`config.mk`:
```
export PLATFORM = sky130hd
export DESIGN_NAME = stru_ram
export DESIGN_NICKNAME = d
export VERILOG_FILES = /design/src/rtl/stru_ram.sv
export SDC_FILE = /design/constraint.sdc
export NUM_CORES = 1
export LEC_CHECK = 0
export BUFFER_PORTS_ARGS = -buffer_cell sky130_fd_sc_hd__buf_2
export CORE_MARGIN = 2
export CORE_UTILIZATION = 45
export DETAILED_ROUTE_END_ITERATION = 7
export GPL_TIMING_DRIVEN = 0
export PLACE_DENSITY = 0.59
export SLEW_MARGIN = 20
export SYNTH_ARGS = -nofsm -noshare
export SYNTH_HDL_FRONTEND = slang
export SYNTH_SLANG_ARGS = --single-unit
```
`constraint.sdc`:
```
create_clock -name aclk -period 4.85 [get_ports aclk]
set_clock_uncertainty 0.15 [all_clocks]
set_input_delay 0.97 -clock aclk [delete_from_list [all_inputs] [get_ports aclk]]
set_output_delay 0.97 -clock aclk [all_outputs]
set_load 0.01 [all_outputs]
```
`src/rtl/stru_ram.sv`:
```
// ----------------------------------------------------------------------------
// stru_ram
// Simple dual-port RAM, one write and one registered read per cycle.
// ----------------------------------------------------------------------------
module stru_ram #(
    parameter int WIDTH = 8,
    parameter int DEPTH = 16
) (
    input  logic                     aclk,
    input  logic                     wr_en,
    input  logic [$clog2(DEPTH)-1:0] wr_addr,
    input  logic [WIDTH-1:0]         wr_data,
    input  logic                     rd_en,
    input  logic [$clog2(DEPTH)-1:0] rd_addr,
    output logic [WIDTH-1:0]         rd_data
);

    logic [WIDTH-1:0] mem [DEPTH];
    logic [WIDTH-1:0] rd_data_reg;

    // read data holds until the next read enable
    always_ff @(posedge aclk) begin
        if (wr_en) begin
            mem[wr_addr] <= wr_data;
        end
        if (rd_en) begin
            rd_data_reg <= mem[rd_addr];
        end
    end

    assign rd_data = rd_data_reg;

endmodule

```
==> out/qor.yml, run 1 <==
worst_setup_path:
  critPathKind: "in2reg"
  cp_max_fo: 8
  cp-start-kind: "input pin"
  endpoint_kind: "flip-flop"
  worstPathArrival_ns: 2.30
  slowest_delay_ns: 0.66
  required_ns: 4.73
  crit_chain: "buf_2, or3b_2, nor2_1"
  cpMaxStageDelayCell: "nor2_1"
global_routing:
  grt_pass1_vias: 2459
  overflow: 0
  grt_pass1_wl_um: 14800
  track_usage_pct: 17.1
  grt_max_degree: 17
  antenna_found_initial: 0
routing:
  drt_pass1_iterations: 4
  first_iter_violations: 143
  vias: 2373
  ant_nets: 0
  detail_route.wl_per_cell_um: 23.0
  routed_wirelength_um: 9860
  drc: 0
  viasPerCell: 5.53
die:
  die_x_um: 112
  initial_core_util_pct: 46.0
  core_um2: 11400
  io_pins: 27
  fp-row-count: 39
  dieArea_um2: 12500
  die_height_um: 112
timing:
  rsz0062_at_grt: "false"
  setup_viol: 0
  fin_crit_ns: 2.42
  clock.fmax_mhz: 413
  fin_crit_sh_pct: 50.0
  tightest_slew_ns: 0.830
  final.setup.tns_ns: 0
  hold_viol: 0
  whs_ns: 0.613
  slew_viol_final: 0
  slew_headroom_pct: 44.5
logic_synthesis:
  synthCells: 229
  synthTopCellsByArea: "edfxtp_1, mux4_2, mux4_1"
  seq_area_frac_synth_pct: 78.1
  yosys_warnings: 0
  netlist_area_um2: 5230
  avgSynthCellArea_um2: 22.8
  synth_nets: 248
  synth_top_area_share_pct: 78.1
  synth_top_cell_by_area: "edfxtp_1"
  ys_types: 18
  synth_seq_cells: 136
cells_and_area:
  n_antenna_cell: 0
  largest_reg_flops: 128
  drive_gt1_share_pct: 29.4
  design_area_um2: 6140
  layout_common_cells: "edfxtp_1, buf_2, mux4_2, clkbuf_16, a22oi_1"
  area_growth_pct: 17.5
  final_common_cell: "edfxtp_1"
  layout.nets: 292
clocking:
  h-tree-depth: 4
  cts_setup_buffers: 0
  clock_latency_ns: 0.41
  cts_tree: "built"
  cts-root-buf: "clkbuf_16"
  cts_repair_resize_count: 0
  clk_pin_slew_ns: 0.06
  cts_sinks: 136
  cts-hold-fix-buffers: 0
  cts.path.max_buffers: 2
  cts_inserted_buffers: 17
power_and_ir_drop:
  leakagePower_uw: 0.00205
  power.density_nw_per_um2: 446
  ir_drop_mv: 0.183
worst_hold_path:
  hp-class: "reg2reg"
placement:
  place_congestion: 0.727
  portBuffers: 25
  dp_hpwl_um: 6210
  dpl_cell_area_um2: 5550
run:
  maxCapViolations: 0
outcome:
  outcome: "finished clean"
-- final timing paths --
kind              slack, ns  cells after the start              endpoint            startpoint
setup / recovery       2.43                      3   mem[2][0]$_DFFE_PP_            wr_addr[2]
setup reg to reg       3.11                      3  rd_data[7]$_DFFE_PP_   mem[2][7]$_DFFE_PP_
hold reg to reg        0.61                      3  rd_data[0]$_DFFE_PP_  mem[11][0]$_DFFE_PP_
hold / removal         0.61                      3  rd_data[0]$_DFFE_PP_  mem[11][0]$_DFFE_PP_
-- logic make-up (layout without fill, tap and decap cells) --
family	count (synthesis)	after routing	share of synthesized area [%]
and+or+nand+nor	35	35	3.14
DFF	136	136	78.1
muxes	32	32	14.8
AOI/OAI and AO/OA	16	16	2.30
buffers and inverters	10	67	1.65
-- cells in the mapped netlist (all sizes together) --
master and instances:
nor2b 1, and2 1, mux4 32, nor3 4, nand3 1, or3b 1, and2b 1, a22oi 16
nand2 9, edfxtp 136, nand2b 2, nor2 13, nand3b 2, buf 7, clkdlybuf4s25 3
-- layout make-up --
cell class | instances | area, um2
Buffer | 10 | 86.3
Clock buffer | 20 | 437
Clock inverter | 12 | 156
Fill cell | 858 | 5230
Multi-Input combinational cell | 83 | 1080
Sequential cell | 136 | 4080
Tap cell | 143 | 179
Timing Repair Buffer | 25 | 125
-- stage by stage --
| step | cells | total power (uW) | util (%) | setup WS, ns |
|---|---|---|---|---|
| 4_1_cts | 429 | 2770 | 54.0 | 2.40 |
| 6_report | 429 | 2740 | 54.0 | 2.43 |
| 2_1_floorplan | 229 | 1420 | - | 2.24 |
| 3_3_place_gp | 397 | 1480 | 48.7 | 1.63 |
| 3_5_place_dp | 397 | 1480 | 48.8 | 1.98 |
| 5_1_grt | 429 | 2830 | 54.0 | 2.35 |
-- power by group --
group | switching (uW) | total, uW | internal, uW
clock | 436 | 1280 | 849
sequential | 5.46 | 1330 | 1330
combinational | 74.8 | 126 | 51.1
-- metal layers --
layer	up-vias	share of wire, %	track usage, %
li1	1069	-	-
met1	1231	43	23.7
met2	69	50	26.3
met3	4	5.5	4.19
met4	0	0.96	7.24
met5	-	0	0
-- critical path: cells and delay by family --
family                 cells  cell delay [ns]
AND/OR/NAND/NOR            2             1.21
buffers and inverters      1             0.11
Note: power is estimated with default switching activity, not from simulation.
==> run 2, diff against run 1 <==
Settings changed: ABC_AREA set to 1, PLACE_DENSITY 0.59 to 0.61.
Clock period 4.85 ns to 2.2 ns, I/O delays scaled along.
==> run 2 against run 1 <==
Sequential cell count unchanged. Sequential power up 120%. Wire length up 38%. Clock power up 150%. Final area up 11%. Combinational power rose to 3.0 times the previous value. Setup slack worse by 2.0 ns. Worst hold slack worse by 0.39 ns. First-iteration DRC count rose to 2.9 times the previous value. Area after synthesis up 12%. Critical path depth unchanged. Highest routed layer unchanged.
==> out/qor.yml, run 2 <==
logic_synthesis:
  seq_area_frac_synth_pct: 69.8
  synth_top_cell_by_area: "edfxtp_1"
  synth_top_area_share_pct: 69.8
  synth-edff-count: 136
  netlist_area_um2: 5850
  ys.flop_type: "edfxtp_1"
  yosys_warnings: 0
  synth_seq_cells: 136
  yosys-top-cells-count: "nand2_1, edfxtp_1, inv_1, nand3_1, nor2_1"
  avgSynthCellArea_um2: 10.6
  synth.most_common_cell: "nand2_1"
  synthTopCellsByArea: "edfxtp_1, nand2_1, nand3_1"
  synth_nets: 570
  ys_types: 11
  async_flop_share_pct: 0
  synthCells: 551
cells_and_area:
  seq_area_um2: 4080
  n_antenna_cell: 0
  drive_gt1_share_pct: 12.7
  layout_common_cells: "nand2_1, edfxtp_1, inv_1, nand3_1, buf_2"
  area_growth_pct: 16.9
  largest_reg_flops: 128
  multi_input_area_um2: 1210
  fillerInstances: 1065
  final_common_cell: "nand2_1"
  layout.nets: 612
global_routing:
  grt_max_degree: 17
  track_usage_pct: 20.5
  overflow: 0
  antenna_found_initial: 0
  grt_pass1_vias: 3726
  grt_pass1_wl_um: 20900
routing:
  detail_route.wl_per_cell_um: 17.5
  vias: 3922
  ant_nets: 0
  drt_pass1_iterations: 5
  viasPerCell: 5.04
  drc: 0
  routed_wirelength_um: 13600
  first_iter_violations: 420
power_and_ir_drop:
  power.density_nw_per_um2: 946
  ir_drop_mv: 0.475
  leakagePower_uw: 0.00294
timing:
  rsz0062_at_grt: "false"
  setup_viol: 0
  slew_headroom_pct: 29.9
  timing.final.ws_setup_ns: 0.423
  clock.fmax_mhz: 563
  fin_crit_ns: 1.78
  fin_crit_sh_pct: 80.8
  tightest_slew_ns: 1.05
  whs_ns: 0.221
  final.setup.tns_ns: 0
  hold_viol: 0
  slew_viol_final: 0
clocking:
  cts_sinks: 136
  cts_tree: "built"
  cts_repair_resize_count: 0
  cts-root-buf: "clkbuf_16"
  cts-hold-fix-buffers: 0
  clock_latency_ns: 0.42
  cts_setup_buffers: 0
  clk_pin_slew_ns: 0.06
  h-tree-depth: 4
  cts_inserted_buffers: 17
  cts.path.max_buffers: 2
die:
  dieArea_um2: 13900
  die_height_um: 118
  core_um2: 12700
  io_pins: 27
  fp-row-count: 41
  die_x_um: 118
  initial_core_util_pct: 46.1
worst_hold_path:
  min_from: "rd_en"
  min_to: "rd_data[4]$_DFFE_PP_"
  min_delay_path_depth: 1
  hp-class: "in2reg"
worst_setup_path:
  endpoint_kind: "flip-flop"
  rrSetupSlack_ns: 0.88
  worst_r2r_endpoint: "rd_data[0]$_DFFE_PP_"
  critPathKind: "in2reg"
  worstPathArrival_ns: 1.66
  cp_max_fo: 8
  cp-start-kind: "input pin"
  r2r_start: "mem[2][0]$_DFFE_PP_"
  required_ns: 2.09
  r2r_cells: 6
placement:
  place_congestion: 0.843
  post-place-ws_ns: 0.0157
  dp_hpwl_um: 8880
  portBuffers: 23
outcome:
  outcome: "finished clean"
run:
  maxCapViolations: 0
[run 2: final cells by class]
class                   instances  share of cell area (%)
repair buffers                 23                    1.68
multi-input cells             289                    17.8
flip-flops and latches        136                    59.7
plain buffers                  24                    2.43
clock buffers                  19                    6.33
well taps                     172                    3.15
inverters                     102                    5.60
clock inverters                13                    3.31
[run 2: how the worst max path moves through the flow]
stage	start	endpoint	slack, ns	cells past startpoint
detailed placement	wr_addr[3]	mem[7][1]$_DFFE_PP_	0.02	3
floorplan	wr_addr[2]	mem[10][0]$_DFFE_PP_	0.66	2
global placement	wr_addr[3]	mem[6][1]$_DFFE_PP_	0.07	3
CTS	wr_addr[3]	mem[7][1]$_DFFE_PP_	0.45	3
global route	wr_addr[3]	mem[7][7]$_DFFE_PP_	0.36	3
finish	wr_addr[3]	mem[7][4]$_DFFE_PP_	0.42	3
[run 2: critical path, cell delays in order]
cell	delay (ns)
buf_2	0.12
nand3b_1	0.26
nor2_1	0.84
[run 2: stage by stage]
stage	total power, uW	std cells	util, %	area [um2]
2_1_floorplan	3200	551	-	5850
3_3_place_gp	3350	746	48.8	6180
3_5_place_dp	3360	746	48.8	6180
4_1_cts	6490	778	54.0	6840
5_1_grt	6650	778	54.0	6840
6_report	6470	778	54.0	6840
[run 2: report_power, final]
group | leakage, uW | total, uW | switching (uW) | internal, uW
logic | 0.00139 | 375 | 266 | 109
registers | 0.00124 | 2930 | 13.5 | 2920
clock network | 0.000315 | 3160 | 1040 | 2120
[run 2: cell families after synthesis]
group / Yosys count / share of synthesized area [%]
simple gates: 289 / 20.8
flops: 136 / 69.8
buf+inv: 126 / 9.39
[run 2: layer usage]
layer  global-route usage (%)  up-vias  wire (um)
met4                     8.58        0        354
met1                     28.6     1849       6060
met3                     4.70       22       1080
li1                         -     1864          -
met2                     30.9      187       6110
met5                        0        -          0
